**config.mk**
```make
export PLATFORM = sky130hd
export DESIGN_NAME = sicxe_instruction_validator
export DESIGN_NICKNAME = d
export VERILOG_FILES = /design/src/hw/rtl/sicv_pkg.sv /design/src/hw/rtl/sicv_check.sv /design/src/hw/rtl/sicxe_instruction_validator.sv
export SDC_FILE = /design/constraint.sdc
export NUM_CORES = 1
export LEC_CHECK = 0
export ABC_CLOCK_PERIOD_IN_PS = 5500
export BUFFER_PORTS_ARGS = -buffer_cell sky130_fd_sc_hd__buf_2
export CORE_UTILIZATION = 48
export CTS_CLUSTER_SIZE = 8
export DETAILED_ROUTE_END_ITERATION = 10
export PLACE_DENSITY_LB_ADDON = 0.2
export SLEW_MARGIN = 0
export SYNTH_ARGS = -nofsm -noshare
export SYNTH_HDL_FRONTEND = slang
export SYNTH_SLANG_ARGS = --single-unit
```
**constraint.sdc**
```tcl
create_clock -name aclk -period 5.5 [get_ports aclk]
set_input_delay 0 -clock aclk [delete_from_list [all_inputs] [get_ports aclk]]
set_output_delay 0 -clock aclk [all_outputs]
set_load 0.05 [all_outputs]
```
**src/hw/rtl/sicv_pkg.sv**
```systemverilog
// Shared types, length codes and opcode tables for the SIC/XE instruction validator.
// No dependencies; used by sicv_check and the sicxe_instruction_validator top level.
`timescale 1ns / 1ps

package sicv_pkg;

    localparam int INSTR_W = 32;
    localparam int DIGITS_W = 4;
    localparam int S_TDATA_W = 40;
    localparam int M_TDATA_W = 24;

    // Instruction length in hex digits per format
    localparam logic [DIGITS_W-1:0] LEN_FMT1 = 4'd2;
    localparam logic [DIGITS_W-1:0] LEN_FMT2 = 4'd4;
    localparam logic [DIGITS_W-1:0] LEN_FMT3 = 4'd6;
    localparam logic [DIGITS_W-1:0] LEN_FMT4 = 4'd8;

    // Format numbers reported on the result
    localparam logic [2:0] FMT_NONE = 3'd0;
    localparam logic [2:0] FMT_1    = 3'd1;
    localparam logic [2:0] FMT_2    = 3'd2;
    localparam logic [2:0] FMT_3    = 3'd3;
    localparam logic [2:0] FMT_4    = 3'd4;

    // n,i addressing codes
    localparam logic [1:0] NI_SIC    = 2'd0;
    localparam logic [1:0] NI_SIMPLE = 2'd3;

    typedef struct packed {
        logic       valid_res;
        logic [2:0] format_num;
        logic       length_error;
        logic       opcode_error;
        logic       reg1_error;
        logic       reg2_error;
        logic       ext_error;
        logic       bp_error;
        logic       index_error;
        logic       mode_error;
        logic [1:0] addr_type;
        logic [3:0] xbpe_bits;
    } result_t;

    // Format 3/4 opcodes, n,i bits cleared
    function automatic logic is_xe_op(input logic [7:0] op);
        logic hit;
        hit = 1'b0;
        case (op) inside
            8'h18, 8'h58, 8'h40, 8'h28, 8'h88, 8'h24, 8'h64, 8'h3C, 8'h30, 8'h34,
            8'h38, 8'h48, 8'h00, 8'h68, 8'h50, 8'h70, 8'h08, 8'h6C, 8'h74, 8'h04,
            8'hD0, 8'h20, 8'h60, 8'h44, 8'hD8, 8'h4C, 8'hEC, 8'h0C, 8'h78, 8'h54,
            8'h80, 8'hD4, 8'h14, 8'h7C, 8'hE8, 8'h84, 8'h10, 8'h1C, 8'h5C, 8'hE0,
            8'h2C, 8'hDC: hit = 1'b1;
            default:      hit = 1'b0;
        endcase
        return hit;
    endfunction

    // Plain SIC opcodes (n=i=0)
    function automatic logic is_sic_op(input logic [7:0] op);
        logic hit;
        hit = 1'b0;
        case (op) inside
            8'h18, 8'h40, 8'h28, 8'h24, 8'h3C, 8'h30, 8'h34, 8'h38, 8'h48, 8'h00,
            8'h50, 8'h08, 8'h04, 8'h20, 8'h44, 8'hD8, 8'h4C, 8'h0C, 8'h54, 8'h14,
            8'hE8, 8'h10, 8'h1C, 8'hE0, 8'h2C, 8'hDC: hit = 1'b1;
            default: hit = 1'b0;
        endcase
        return hit;
    endfunction

    function automatic logic is_fmt1_op(input logic [7:0] op);
        logic hit;
        hit = 1'b0;
        case (op) inside
            8'hC0, 8'hC4, 8'hC8, 8'hF0, 8'hF4, 8'hF8: hit = 1'b1;
            default: hit = 1'b0;
        endcase
        return hit;
    endfunction

    function automatic logic is_fmt2_op(input logic [7:0] op);
        logic hit;
        hit = 1'b0;
        case (op) inside
            8'h90, 8'hB4, 8'hA0, 8'h9C, 8'h98, 8'hAC, 8'hA4, 8'hA8, 8'h94, 8'hB0,
            8'hB8: hit = 1'b1;
            default: hit = 1'b0;
        endcase
        return hit;
    endfunction

    // Register numbers 0-6, 8 and 9 exist
    function automatic logic reg_ok(input logic [3:0] r);
        return (r <= 4'd6) || (r == 4'd8) || (r == 4'd9);
    endfunction

endpackage

```
**src/hw/rtl/sicv_check.sv**
```systemverilog
// Combinational format, opcode and flag checks for one SIC/XE instruction word.
// Depends on sicv_pkg for the result type, length codes and opcode tables.
`timescale 1ns / 1ps

module sicv_check (
    input  logic [sicv_pkg::INSTR_W-1:0]  instr_word,
    input  logic [sicv_pkg::DIGITS_W-1:0] hex_digits,
    output sicv_pkg::result_t             result
);
    import sicv_pkg::*;

    logic [7:0] opc;
    logic [1:0] ni;
    logic [3:0] xbpe;
    logic       is_long;

    // Pick the opcode byte and flag nibble for formats 3 and 4
    always_comb begin
        is_long = (hex_digits == LEN_FMT4);
        opc     = is_long ? instr_word[31:24] : instr_word[23:16];
        xbpe    = is_long ? instr_word[23:20] : instr_word[15:12];
        ni      = opc[1:0];
    end

    // Per-format checks; anything not set stays zero
    always_comb begin
        result = '0;
        unique case (hex_digits)
            LEN_FMT1: begin
                result.format_num   = FMT_1;
                result.opcode_error = !is_fmt1_op(instr_word[7:0]);
            end
            LEN_FMT2: begin
                result.format_num   = FMT_2;
                result.opcode_error = !is_fmt2_op(instr_word[15:8]);
                result.reg1_error   = !reg_ok(instr_word[7:4]);
                result.reg2_error   = !reg_ok(instr_word[3:0]);
            end
            LEN_FMT3: begin
                result.format_num = FMT_3;
                result.addr_type  = ni;
                result.xbpe_bits  = xbpe;
                result.ext_error  = xbpe[0];
                if (ni == NI_SIC) begin
                    result.opcode_error = !is_sic_op(opc);
                end else begin
                    result.opcode_error = !is_xe_op({opc[7:2], 2'b00});
                    result.bp_error     = xbpe[2] & xbpe[1];
                    result.index_error  = (ni != NI_SIMPLE) & xbpe[3];
                end
            end
            LEN_FMT4: begin
                result.format_num = FMT_4;
                result.addr_type  = ni;
                result.xbpe_bits  = xbpe;
                result.ext_error  = !xbpe[0];
                result.bp_error   = xbpe[2] | xbpe[1];
                if (ni == NI_SIC) begin
                    // extended form has no SIC mode
                    result.mode_error = 1'b1;
                end else begin
                    result.opcode_error = !is_xe_op({opc[7:2], 2'b00});
                    result.index_error  = (ni != NI_SIMPLE) & xbpe[3];
                end
            end
            default: begin
                result.format_num   = FMT_NONE;
                result.length_error = 1'b1;
            end
        endcase
        result.valid_res = !(result.length_error | result.opcode_error | result.reg1_error
                             | result.reg2_error | result.ext_error | result.bp_error
                             | result.index_error | result.mode_error);
    end

endmodule

```
**src/hw/rtl/sicxe_instruction_validator.sv**
```systemverilog
// Top level of the SIC/XE instruction validator: input register, checks, result register.
// Depends on sicv_pkg and sicv_check.
`timescale 1ns / 1ps

// One instruction word goes in per item and one result comes out per item, in order.
// An item is held first in the input register and then in the result register, with
// the format and opcode checks between them. The block takes a new item every cycle
// while the result side keeps up. When the result side stalls,
// s_tready drops in the same cycle if the input register holds an item; only an
// empty input register still takes one more item before s_tready drops.
// There is no state beyond the two pipeline registers.
module sicxe_instruction_validator (
    input  logic                           aclk,
    input  logic                           aresetn,
    input  logic                           s_tvalid,
    output logic                           s_tready,
    // [31:0] instr_word, [35:32] hex_digits, [39:36] zero
    input  logic [sicv_pkg::S_TDATA_W-1:0] s_tdata,
    output logic                           m_tvalid,
    input  logic                           m_tready,
    // [0] valid_res, [3:1] format_num, [4] length_error, [5] opcode_error,
    // [6] reg1_error, [7] reg2_error, [8] ext_error, [9] bp_error,
    // [10] index_error, [11] mode_error, [13:12] addr_type, [17:14] xbpe_bits,
    // [23:18] zero
    output logic [sicv_pkg::M_TDATA_W-1:0] m_tdata
);
    import sicv_pkg::*;

    logic                in_valid_reg;
    logic [INSTR_W-1:0]  word_reg;
    logic [DIGITS_W-1:0] digits_reg;
    logic                out_valid_reg;
    result_t             res_reg;
    result_t             res_next;
    logic                out_load;
    logic                in_load;

    // Result register loads when empty or being drained
    assign out_load = !out_valid_reg || m_tready;
    assign s_tready = !in_valid_reg || out_load;
    assign in_load  = s_tvalid && s_tready;

    sicv_check u_check (
        .instr_word (word_reg),
        .hex_digits (digits_reg),
        .result     (res_next)
    );

    // Input register
    always_ff @(posedge aclk) begin
        if (!aresetn) begin
            in_valid_reg <= 1'b0;
        end else if (s_tready) begin
            in_valid_reg <= s_tvalid;
        end
        if (in_load) begin
            word_reg   <= s_tdata[INSTR_W-1:0];
            digits_reg <= s_tdata[INSTR_W+DIGITS_W-1:INSTR_W];
        end
    end

    // Result register
    always_ff @(posedge aclk) begin
        if (!aresetn) begin
            out_valid_reg <= 1'b0;
        end else if (out_load) begin
            out_valid_reg <= in_valid_reg;
        end
        if (out_load && in_valid_reg) begin
            res_reg <= res_next;
        end
    end

    assign m_tvalid = out_valid_reg;
    assign m_tdata  = {6'b0, res_reg.xbpe_bits, res_reg.addr_type, res_reg.mode_error,
                       res_reg.index_error, res_reg.bp_error, res_reg.ext_error,
                       res_reg.reg2_error, res_reg.reg1_error, res_reg.opcode_error,
                       res_reg.length_error, res_reg.format_num, res_reg.valid_res};

endmodule
```
# --- Yosys cells after proc, flatten, opt, wreduce, memory -nomap -nowiden ---
# Index checks and enable logic that the tools add are counted.
totals:
  register_bits: 56
  word_cells: 172
op_classes:
  magnitude_cmp: 2
  eq_ne: 92
  muxes: 24
  bitwise: 10
  reduce_logical: 28
ops:
  columns: ["cell", "count"]
  rows:
  - ["$eq A8 B8 Y1 const B", 21]
  - ["$eq A6 B5 Y1 const B", 16]
  - ["$eq A8 B6 Y1 const B", 8]
  - ["$eq A6 B6 Y1 const B", 10]
  - ["$eq A6 B4 Y1 const B", 8]
  - ["$eq A8 B7 Y1 const B", 6]
  - ["$reduce_or A42 Y1", 1]
  - ["$eq A8 B5 Y1 const B", 4]
  - ["$reduce_or A26 Y1", 1]
  - ["$eq A6 B3 Y1 const B", 4]
  - ["$eq A4 B4 Y1 const B", 5]
  - ["$mux W1", 17]
  - ["$eq A8 B4 Y1 const B", 2]
  - ["$eq A6 B2 Y1 const B", 2]
  - ["$pmux W3 S4", 1]
  - ["$logic_not A1 Y1", 11]
  - ["$reduce_or A11 Y1", 1]
  - ["$eq A4 B3 Y1 const B", 2]
  - ["$eq A8 B3 Y1 const B", 1]
  - ["$le A4 B3 Y1 const B", 2]
  - ["$logic_not A8 Y1", 1]
  - ["$mux W8", 1]
  - ["$or A1 B1 Y1", 8]
  - ["$eq A6 B1 Y1 const B", 1]
  - ["14 further kinds", 22]

# --- Depth between registers and ports, before layout ---
# Gate-level depths: netlist of run 1.
depth:
  depth_word: 18
  depth_mapped: 11

# --- Cells and area by module ---
# From an unflattened synthesis of run 1, not the netlist that was laid out.
unflattened:
  hier_cells: 145
  area_unflattened_um2: 2248.4
modules_own_cells:
  columns: ["module", "instances", "cells_per_inst", "area_per_inst_um2", "seq_area_each_um2"]
  rows:
  - ["sicxe_instruction_validator", 1, 70, 1774.2, 1661.6]
  - ["sicv_check", 1, 75, 474.2, 0.0]

# --- Worst setup path after synthesis of run 1 ---
# No wires, ideal clock.
synth_path:
  path_type: "reg2reg"
  from: "register out_valid_reg, in the netlist m_tvalid"
  to: "register digits_reg[0] (enable)"
  setup_time_ns: 0.397
  arrival_ns: 2.033
  t_required_ns: 5.103
  slack_ns: 3.071
  path_stages_with_launch: 4
  path_cell_list: "dfxtp_1 nor2b_1 nand2_1 and2_1"
synth_between:
  elab_chain_cells: 4
synth_lines:
  columns: ["element", "line", "rtl"]
  rows:
  - ["start, declared", "sicxe_instruction_validator.sv:32", "logic out_valid_reg;"]
  - ["start signal, assigned", "sicxe_instruction_validator.sv:67", "out_valid_reg <= in_valid_reg;"]
  - ["$logic_not A1 Y1", "sicxe_instruction_validator.sv:39", "assign out_load = !out_valid_reg || m_tready;"]
  - ["$logic_or A1 B1 Y1", "sicxe_instruction_validator.sv:39", null]
  - ["$logic_or A1 B1 Y1", "sicxe_instruction_validator.sv:40", "assign s_tready = !in_valid_reg || out_load;"]
  - ["named net s_tready", "sicxe_instruction_validator.sv:16", "output logic s_tready,"]
  - ["$logic_and A1 B1 Y1", "sicxe_instruction_validator.sv:41", "assign in_load = s_tvalid && s_tready;"]
  - ["named net in_load", "sicxe_instruction_validator.sv:36", "logic in_load;"]
  - ["end signal, assigned", "sicxe_instruction_validator.sv:58", "digits_reg <= s_tdata[INSTR_W+DIGITS_W-1:INSTR_W];"]
  - ["end, declared", "sicxe_instruction_validator.sv:31", "logic [DIGITS_W-1:0] digits_reg;"]
# The timed path passes the listed nets, and every way through them passes these cells.
# A chain may end at the register's enable or synchronous reset.

==> results of run 1 <==
worst reg2reg max path, cell delays in order (launching register included):
cell and delay [ps]:
sky130_fd_sc_hd__edfxtp_1 510, sky130_fd_sc_hd__or4b_4 760, sky130_fd_sc_hd__clkinv_8 190, sky130_fd_sc_hd__nor3_1 80, sky130_fd_sc_hd__nor2_1 190, sky130_fd_sc_hd__nand4bb_1 130, sky130_fd_sc_hd__a2111oi_1 280, sky130_fd_sc_hd__nand4_1 180
sky130_fd_sc_hd__and4_1 180
power by group:
group	internal, uW	leakage (uW)	switching [uW]	total [uW]
clock network	90.9	0.0000414	134	225
registers	495	0.000532	29.6	524
logic	60.2	0.000822	84.4	145
total	646	0.00140	248	893
routing by layer:
layer | GRT usage [%] | vias to the layer above
li1 | - | 1208
met1 | 31.3 | 1127
met2 | 32.4 | 84
met3 | 3.26 | 8
met4 | 6.61 | 0
met5 | 0 | -
kinds of logic (layout without fill, tap and decap cells):
| kind of cell | Yosys count | in the layout | synth area share [%] |
|---|---|---|---|
| AND/OR/NAND/NOR | 116 | 116 | 21.3 |
| AO/OA/AOI/OAI | 63 | 63 | 14.3 |
| flip-flops | 56 | 56 | 55.5 |
| XOR/XNOR | 6 | 6 | 1.76 |
| other | 1 | 6 | 0.125 |
| multiplexers | 2 | 2 | 0.794 |
| buffers and inverters | 32 | 114 | 6.23 |
path summary, 6_finish.rpt:
path | startpoint | to | slack [ps] | cells past startpoint
max | digits_reg[1]$_DFFE_PP_ | m_tdata[0]$_DFFE_PP_ | 2750 | 8
min | m_tready | m_tvalid$_SDFFE_PN0P_ | 30 | 3
max reg2reg | digits_reg[1]$_DFFE_PP_ | m_tdata[0]$_DFFE_PP_ | 2750 | 8
min reg2reg | in_valid_reg$_SDFFE_PN0N_ | m_tvalid$_SDFFE_PN0P_ | 530 | 1
area by class of cell:
cell class                      instances  area (um^2)
Clock buffer                            6         72.6
Clock inverter                          2         16.3
Fill cell                             513         2220
Inverter                                7         38.8
Multi-Input combinational cell        193         1160
Sequential cell                        56         1660
Tap cell                               75         93.8
Timing Repair Buffer                   99          691
cell usage after synthesis (2+ instances only):
| master | count |
|---|---|
| sky130_fd_sc_hd__nor3b_1 | 2 |
| sky130_fd_sc_hd__o2111ai_1 | 2 |
| sky130_fd_sc_hd__nor2_1 | 19 |
| sky130_fd_sc_hd__edfxtp_1 | 54 |
| sky130_fd_sc_hd__buf_4 | 8 |
| sky130_fd_sc_hd__o21ai_0 | 9 |
| sky130_fd_sc_hd__inv_1 | 5 |
| sky130_fd_sc_hd__nor2b_1 | 8 |
| sky130_fd_sc_hd__buf_1 | 2 |
| sky130_fd_sc_hd__a21oi_1 | 14 |
| sky130_fd_sc_hd__xnor2_1 | 4 |
| sky130_fd_sc_hd__nand4b_1 | 2 |
| sky130_fd_sc_hd__o22ai_1 | 2 |
| sky130_fd_sc_hd__a41oi_1 | 2 |
| sky130_fd_sc_hd__xor2_1 | 2 |
| sky130_fd_sc_hd__nand2b_1 | 5 |
| sky130_fd_sc_hd__nand2_1 | 32 |
| sky130_fd_sc_hd__nor3_1 | 7 |
| sky130_fd_sc_hd__nor4_1 | 5 |
| sky130_fd_sc_hd__a311oi_1 | 3 |
| sky130_fd_sc_hd__dfxtp_1 | 2 |
| sky130_fd_sc_hd__nand4_1 | 4 |
| sky130_fd_sc_hd__nor4b_1 | 4 |
| sky130_fd_sc_hd__clkbuf_1 | 11 |
| sky130_fd_sc_hd__and3_1 | 6 |
| sky130_fd_sc_hd__and2_1 | 2 |
| sky130_fd_sc_hd__a21o_1 | 3 |
| sky130_fd_sc_hd__a31oi_1 | 9 |
| sky130_fd_sc_hd__or2_2 | 2 |
| sky130_fd_sc_hd__o21a_1 | 3 |
| sky130_fd_sc_hd__o221ai_1 | 2 |
| sky130_fd_sc_hd__buf_6 | 3 |
| sky130_fd_sc_hd__nand3_1 | 10 |
metrics by stage:
stage          power (uW)  cell area [um^2]  util [%]  hold slack (ps)
2_1_floorplan         624              3010         -             98.9
6_report              893              3740      62.8             27.8
3_5_place_dp          656              3270      54.9              178
4_1_cts               897              3740      62.8             32.1
3_3_place_gp          653              3270      54.9              177
5_1_grt               931              3740      62.8             58.8
==> flow_metrics.tcl, run 1 <==
set metrics [dict create \
    route.antenna.remaining_nets 0 \
    route.met3.wl_um 318 \
    clk_transition_reported_paths_ps 100 \
    met1Wirelength_um 3070 \
    dp_worst_setup_slack_ps 2780 \
    finalWeightedCongestion 0.832 \
    cts_tree "done" \
    crit_path_start_kind "flop" \
    number_of_remaining_drc_errors 0 \
    netlist.area_leader.share_pct 54.2 \
    post_route_setup_tns_ps 0 \
    synthCells 276 \
    grt_use_total_pct 21.3 \
    cts_num_sinks 56 \
    fp-row-count 28 \
    criticalPathCategory "flop to flop" \
    post_synth_arst_share_pct 0 \
    port-buffer-count 59 \
    most_common_cell_after_layout_fill_and_taps_aside "sky130_fd_sc_hd__buf_2" \
    postSynthRegisterBits 56 \
    critical_path.endpoint_type "flop" \
    grt_start_max_net_pins 37 \
    tritoncts.num_buffers 5 \
    ys_warn_count 0 \
    grt_pass1_vias 2210 \
    yosysTopAreaCell "sky130_fd_sc_hd__edfxtp_1" \
    routed_via_density 5.54 \
    synth.lib_cells_used.distinct 61 \
    vdd.ir_drop.worst_v 0.000144 \
    max_freq_mhz 364 \
    synth_enable_flop_cells 54 \
    synth_area_leaders "sky130_fd_sc_hd__edfxtp_1 54%, sky130_fd_sc_hd__nand2_1 4.0%, sky130_fd_sc_hd__nor2_1 2.4%" \
    vias 2427 \
    worst-slew-pin-transition_ps 567 \
    largest_reg_flops 32 \
    timing.final.max_slew_violations 0 \
    dr.pass1.iters 4 \
    io_pins 70 \
    top_layer "met4" \
    critical-path-top-delay-family "simple AND/OR/NAND/NOR gates" \
    final_setup_violation_count 0 \
    initial_utilization_pct 50.3 \
    min_path_type "input port to flop" \
    outcome "finished clean" \
    clock_path_buffers 2 \
    die_height_um 81.0 \
    die_area_um2 6560 \
    cts_hold_buffers 38 \
    detailed_place_hpwl_um 4180 \
    width_of_the_chip_um 81.0 \
    route.met2.wl_um 3010 \
    mappedNetlistArea_um2 2990 \
    cpMaxStageDelayCell "sky130_fd_sc_hd__or4b_4" \
    min_period_over_period_pct 50.0 \
    placedCellCount 392 \
    grt_pass1_wl_um 10500 \
    rsz0062_at_grt "false" \
    first_iter_violations 175 \
    count_of_endpoints_failing_hold_in_the_final_timing_report 0 \
    cap_viol_max_count 0 \
    critPathBufInv 1 \
    non_filler_cells_final 438 \
    number_of_buffers_inserted_to_repair_setup_after_cts 0 \
    post-route-min-period_ps 2750 \
    htree_num_levels 2 \
    timing.critical_path.arrival_ps 2830 \
    cts_resized 0 \
    synthesized_area_divided_by_synthesized_cell_count_um2 10.8 \
    avgRoutedWirePerCell_um 14.8 \
    highest_count_cells_in_the_layout_ignoring_fill_and_taps "59 x sky130_fd_sc_hd__buf_2, 54 x sky130_fd_sc_hd__edfxtp_1, 38 x sky130_fd_sc_hd__dlygate4sd3_1, 32 x sky130_fd_sc_hd__nand2_1, 19 x sky130_fd_sc_hd__nor2_1" \
    clk_root_buffer_cell "sky130_fd_sc_hd__clkbuf_8" \
    worstSkewPairLatency_ps 310 \
    worst_slack_ps 2750 \
    timing.clock.skew_ps 4.91 \
    worst_ep_required_time_ps 5580 \
    slew_headroom_pct 61.2 \
    synth_seq_area_share_pct 55.5 \
    crit_path_largest_cell_delay_ps 760 \
    wirelength_um 6480 \
    pwr_density_cell_nw_per_um2 239 \
    area_growth_syn_to_layout_pct 24.9 \
    critPathMaxFanout 24 \
    leakagePower_uw 0.00140 \
    core_box_area_um2 5960 \
    dominantRegCellSynth "sky130_fd_sc_hd__edfxtp_1" \
    antenna_found_initial 0 \
    diodes 0 \
    cp_cell_sequence "or4b_4 -> clkinv_8 -> nor3_1 -> nor2_1 -> nand4bb_1 -> a2111oi_1 -> nand4_1 -> and4_1" \
    drive_above_1_share_pct 21.2 \
    number_of_nets_in_the_finished_design 406 \
    gr-total-overflow 0 \
]
Note: power is estimated with default switching activity, not from simulation.
==> inputs of run 2 (changes only) <==
Settings changed: ABC_AREA set to 1, ABC_CLOCK_PERIOD_IN_PS 5500 to 2400.
Clock period 5.5 ns to 2.4 ns, I/O delays scaled along.
==> flow_metrics.tcl, run 2 <==
set metrics [dict create \
    outcome "finished clean" \
    first_iter_violations 152 \
    max_freq_mhz 456 \
    netSwitchingFraction_pct 28.5 \
    cp_cell_sequence "nor2_4 -> buf_4 -> nand3_1 -> nand2_1 -> nand2_1 -> inv_2 -> nand3_2 -> and2_0 -> nand2_1 -> nor2_1 -> nand2_1 -> nand3_2" \
    worst_slack_ps 205 \
    grt_start_max_net_pins 37 \
    vias 2278 \
    worstSkewPairLatency_ps 320 \
    number_of_nets_in_the_finished_design 438 \
    startpoint_of_the_most_critical_register_to_register_path "digits_reg[2]$_DFFE_PP_" \
    yosysTopAreaCell "sky130_fd_sc_hd__edfxtp_1" \
    finalWeightedCongestion 0.862 \
    crit_path_largest_cell_delay_ps 500 \
    min_path_cells 4 \
    tritoncts.num_buffers 5 \
    netlist.area_leader.share_pct 55.5 \
    grt_use_total_pct 21.0 \
    postSynthRegisterBits 56 \
    critical_path.endpoint_type "flop" \
    most_common_cell_after_layout_fill_and_taps_aside "sky130_fd_sc_hd__nand2_1" \
    antenna_found_initial 0 \
    route.antenna.remaining_nets 0 \
    p_int_uw 1480 \
    clk_transition_reported_paths_ps 100 \
    grt_pass1_wl_um 10100 \
    synth.lib_cells_used.distinct 36 \
    synth_most_common_cell "sky130_fd_sc_hd__nand2_1" \
    avgRoutedWirePerCell_um 12.9 \
    synthesized_area_divided_by_synthesized_cell_count_um2 10.2 \
    vdd.ir_drop.worst_v 0.000456 \
    die_area_um2 6410 \
    wirelength_um 6070 \
    core_box_area_um2 5890 \
    count_of_endpoints_failing_hold_in_the_final_timing_report 0 \
    timing.critical_path.mode_cell "sky130_fd_sc_hd__nand2_1" \
    post-route-min-period_ps 2200 \
    gr-total-overflow 0 \
    post_synth_arst_share_pct 0 \
    ys_top_cells_by_count "61 x sky130_fd_sc_hd__nand2_1, 54 x sky130_fd_sc_hd__edfxtp_1, 27 x sky130_fd_sc_hd__inv_1, 25 x sky130_fd_sc_hd__nor2_1, 20 x sky130_fd_sc_hd__nand3_1" \
    critPathMaxFanout 12 \
    highest_count_cells_in_the_layout_ignoring_fill_and_taps "60 x sky130_fd_sc_hd__nand2_1, 59 x sky130_fd_sc_hd__buf_2, 54 x sky130_fd_sc_hd__edfxtp_1, 39 x sky130_fd_sc_hd__dlygate4sd3_1, 27 x sky130_fd_sc_hd__inv_1" \
    synth_seq_area_share_pct 56.8 \
    cap_viol_max_count 0 \
    synthCells 286 \
    cp-startpoint "digits_reg[2]$_DFFE_PP_" \
    power.net_switching_uw 592 \
    timing.clock.skew_ps 8.49 \
    port-buffer-count 59 \
    timing.final.max_slew_violations 0 \
    final_setup_violation_count 0 \
    cpMaxStageDelayCell "sky130_fd_sc_hd__edfxtp_1" \
    crit_path_start_kind "flop" \
    power_frac_seq_pct 55.8 \
    dr.pass1.iters 4 \
    worstReg2RegEnd "m_tdata[5]$_DFFE_PP_" \
    min_path_type "input port to flop" \
    area_growth_syn_to_layout_pct 29.6 \
    synth_area_leaders "sky130_fd_sc_hd__edfxtp_1 55%, sky130_fd_sc_hd__nand2_1 7.8%, sky130_fd_sc_hd__inv_1 3.5%" \
    initial_utilization_pct 49.7 \
    number_of_remaining_drc_errors 0 \
    detailed_place_hpwl_um 4230 \
    ys_warn_count 0 \
    width_of_the_chip_um 80.0 \
    comb_power_share_pct 18.1 \
    p_total_uw 2080 \
    drive_above_1_share_pct 31.1 \
    rsz0062_at_grt "false" \
    clkPwrFrac_pct 26.1 \
    post_route_setup_tns_ps 0 \
    fp-row-count 28 \
    htree_num_levels 2 \
    worst_ep_required_time_ps 2470 \
    grt_pass1_vias 2234 \
    dp_worst_setup_slack_ps 157 \
    clock_path_buffers 2 \
    largest_reg_flops 32 \
    dominantRegCellSynth "sky130_fd_sc_hd__edfxtp_1" \
    r2r_setup_slack_ps 200 \
    pwr_density_cell_nw_per_um2 548 \
    end_point_of_the_critical_path "m_tdata[5]$_DFFE_PP_" \
    min_period_over_period_pct 91.5 \
    clk_root_buffer_cell "sky130_fd_sc_hd__clkbuf_8" \
    cts_num_sinks 56 \
    cts_tree "done" \
    mappedNetlistArea_um2 2920 \
    timing.critical_path.arrival_ps 2260 \
    worst_r2r_path_depth 12 \
    criticalPathCategory "flop to flop" \
    synth_enable_flop_cells 54 \
    die_height_um 80.0 \
    leakagePower_uw 0.00170 \
    diodes 0 \
    routed_via_density 4.85 \
    io_pins 70 \
]
## run 2: kinds of logic (layout without fill, tap and decap cells)
group	Yosys count	after routing	share of synthesized area, %
other	1	6	0.128
and+or+nand+nor	159	159	29.9
buffers and inverters	44	148	7.58
AOI/OAI and AO/OA	25	25	5.27
DFF	56	56	56.8
xor gates and xnor gates	1	1	0.300
## run 2: power by group through the flow
stage | combinational [uW] | sequential (uW) | clock (uW)
after global routing | 411 | 1160 | 587
after floorplan | 203 | 1220 | 0
after detailed placement | 321 | 1180 | 0
after CTS | 370 | 1160 | 554
after global placement | 319 | 1180 | 0
final | 375 | 1160 | 542
## run 2: area by class of cell
type,count,area [um^2]
Multi-Input combinational cell,191,1060
Inverter,34,128
Clock buffer,5,68.8
Sequential cell,56,1660
Fill cell,488,2100
Tap cell,75,93.8
Timing Repair Buffer,106,746
Clock inverter,3,26.3
## run 2: per-layer routing
layer,GRT usage [%],vias to the layer above,routed length (um)
met4,5.71,0,64
met1,27.0,1040,2790
met5,0,-,0
met3,3.66,7,277
li1,-,1155,-
met2,36.3,76,2930
## run 2: worst max-delay path: cells and delay by family, from the launching register on
kind	cells	cell delay, ps
buffers and inverters	2	330
flip-flops	1	500
AND/OR/NAND/NOR	10	1120
## run 2: worst min-delay path by stage
stage                            from                        end  slack (ps)
after floorplan           s_tdata[32]    digits_reg[0]$_DFFE_PP_         100
after global placement    s_tdata[17]     word_reg[17]$_DFFE_PP_         180
after detailed placement  s_tdata[25]     word_reg[25]$_DFFE_PP_         180
after CTS                    m_tready  in_valid_reg$_SDFFE_PN0N_          10
after global routing         m_tready  in_valid_reg$_SDFFE_PN0N_          90
final                        m_tready  in_valid_reg$_SDFFE_PN0N_          50
## run 2: per-stage QoR
step | hold WS, ps | utilization, % | cells | instance area (um^2)
6_report | 46.7 | 64.3 | 470 | 3790
5_1_grt | 92.2 | 64.3 | 470 | 3790
4_1_cts | 13.9 | 64.1 | 469 | 3770
3_5_place_dp | 178 | 55.9 | 422 | 3290
3_3_place_gp | 176 | 55.9 | 422 | 3290
2_1_floorplan | 98.9 | - | 291 | 2940
## run 2: what timing repair did
| action | in CTS | in global routing |
|---|---|---|
| setup buffers | 0 | 1 |
| gates resized for setup | 0 | 2 |
| endpoints found under the setup margin | 0 | 2 |
| hold endpoints to repair | 38 | 0 |
| hold buffers | 39 | 0 |
==> inputs of run 3 (changes only) <==
Settings changed: CORE_MARGIN set to 4.
==> flow_metrics.tcl, run 3 (same netlist as run 2, synthesis figures left out) <==
set metrics [dict create \
    critical_path.endpoint_type "flop" \
    post_route_setup_tns_ps 0 \
    diodes 0 \
    worstSkewPairLatency_ps 310 \
    min_path_cells 4 \
    clk_root_buffer_cell "sky130_fd_sc_hd__clkbuf_8" \
    crit_path_largest_cell_delay_ps 460 \
    dr.pass1.iters 4 \
    holdPathEnd "word_reg[11]$_DFFE_PP_" \
    grt_pass1_vias 2230 \
    startpoint_of_the_most_critical_register_to_register_path "digits_reg[1]$_DFFE_PP_" \
    non_filler_cells_final 471 \
    largest_reg_flops 32 \
    port-buffer-count 59 \
    io_pins 70 \
    p_total_uw 2060 \
    hold_path_startpoint "s_tvalid" \
    min_path_type "input port to flop" \
    worst_r2r_path_depth 12 \
    leakagePower_uw 0.00171 \
    clock_path_buffers 2 \
    most_common_cell_after_layout_fill_and_taps_aside "sky130_fd_sc_hd__nand2_1" \
    detailed_place_hpwl_um 4390 \
    timing.final.max_slew_violations 0 \
    max_freq_mhz 455 \
    critPathBufInv 2 \
    initial_utilization_pct 49.4 \
    area_growth_syn_to_layout_pct 29.8 \
    avgRoutedWirePerCell_um 12.8 \
    min_period_over_period_pct 91.6 \
    wirelength_um 6030 \
    grt_pass1_wl_um 10000 \
    vias 2240 \
    rsz0062_at_grt "false" \
    highest_count_cells_in_the_layout_ignoring_fill_and_taps "60 x sky130_fd_sc_hd__nand2_1, 59 x sky130_fd_sc_hd__buf_2, 54 x sky130_fd_sc_hd__edfxtp_1, 39 x sky130_fd_sc_hd__dlygate4sd3_1, 27 x sky130_fd_sc_hd__inv_1" \
    count_of_endpoints_failing_hold_in_the_final_timing_report 0 \
    worstReg2RegEnd "m_tdata[0]$_DFFE_PP_" \
    vdd.ir_drop.worst_v 0.000381 \
    cap_viol_max_count 0 \
    die_height_um 86.0 \
    r2r_setup_slack_ps 200 \
    route.antenna.remaining_nets 0 \
    pwr_density_cell_nw_per_um2 544 \
    routed_via_density 4.76 \
    gr-total-overflow 0 \
    cpMaxStageDelayCell "sky130_fd_sc_hd__edfxtp_1" \
    tritoncts.num_buffers 5 \
    finalWeightedCongestion 0.860 \
    drive_above_1_share_pct 31.1 \
    grt_start_max_net_pins 37 \
    worst_ep_required_time_ps 2480 \
    post-route-min-period_ps 2200 \
    dp_worst_setup_slack_ps 140 \
    cp_depth 12 \
    clk_transition_reported_paths_ps 100 \
    timing.clock.skew_ps 4.44 \
    critPathMaxFanout 8 \
    placedCellCount 423 \
    first_iter_violations 59 \
    final_setup_violation_count 0 \
    number_of_remaining_drc_errors 0 \
    cp_cell_sequence "nor2_4 -> buf_4 -> buf_4 -> nand3_2 -> nand2_4 -> nor2_2 -> o21ai_0 -> nand2_1 -> o21ai_1 -> nand3_1 -> nand3_2 -> nor2_2" \
    timing.critical_path.arrival_ps 2280 \
    number_of_nets_in_the_finished_design 439 \
    crit_path_start_kind "flop" \
    criticalPathCategory "flop to flop" \
    width_of_the_chip_um 86.0 \
    worst_slack_ps 201 \
    core_box_area_um2 5920 \
    outcome "finished clean" \
    grt_use_total_pct 17.2 \
    htree_num_levels 2 \
    whs_ps 375 \
    antenna_found_initial 0 \
    fp-row-count 28 \
    die_area_um2 7400 \
    cts_tree "done" \
    cts_num_sinks 56 \
    n_fill_cell 489 \
    critical-path-top-delay-family "simple AND/OR/NAND/NOR gates" \
]
run 3: how the worst max path moves through the flow:
stage,start,end,slack (ps)
CTS,digits_reg[2]$_DFFE_PP_,m_tdata[0]$_DFFE_PP_,130
finish,digits_reg[1]$_DFFE_PP_,m_tdata[0]$_DFFE_PP_,200
global route,digits_reg[1]$_DFFE_PP_,m_tdata[0]$_DFFE_PP_,10
global placement,digits_reg[2]$_DFFE_PP_,m_tdata[0]$_DFFE_PP_,160
floorplan,m_tvalid$_SDFFE_PN0P_,digits_reg[0]$_DFFE_PP_,110
detailed placement,digits_reg[2]$_DFFE_PP_,m_tdata[0]$_DFFE_PP_,140
run 3: cell type report:
| cell class | instances | area (um^2) | area share, % |
|---|---|---|---|
| timing repair buffer | 107 | 753 | 19.9 |
| clock buffer | 5 | 68.8 | 1.81 |
| sequential | 56 | 1660 | 43.8 |
| inverter | 34 | 128 | 3.36 |
| clock inverter | 3 | 27.5 | 0.726 |
| multi-input combinational | 191 | 1060 | 28.0 |
| tap | 75 | 93.8 | 2.47 |
run 3: what timing repair did:
item / CTS / global route
endpoints found under the hold margin: 38 / 0
gates resized for setup: 0 / 1
setup endpoints to repair: 0 / 1
setup buffers: 0 / 1
hold buffers: 39 / 0
run 3: stage by stage:
step	utilization [%]	cell area (um^2)
final	64.1	3790
after global routing	64.1	3790
after CTS	63.9	3780
after detailed placement	55.7	3300
after global placement	55.7	3300
after floorplan	-	2940
run 3: power breakdown:
group          switching [uW]  total (uW)  internal [uW]  leakage (uW)
logic                     234         376            142       0.00111
clock network             316         531            215     0.0000463
registers                27.1        1160           1130      0.000550
run 3: worst min-delay path, stage by stage:
cell                      delay [ps]
sky130_fd_sc_hd__buf_2           100
sky130_fd_sc_hd__nand2_1          70
sky130_fd_sc_hd__inv_1            40
sky130_fd_sc_hd__buf_4           260
run 3: routing by layer:
| layer | part of all wire, % | wire, um | track usage [%] |
|---|---|---|---|
| met1 | 45 | 2730 | 22.5 |
| met2 | 47 | 2870 | 28.9 |
| met3 | 5.6 | 336 | 3.27 |
| met4 | 1.7 | 105 | 5.47 |
| met5 | 0 | 0 | 0 |
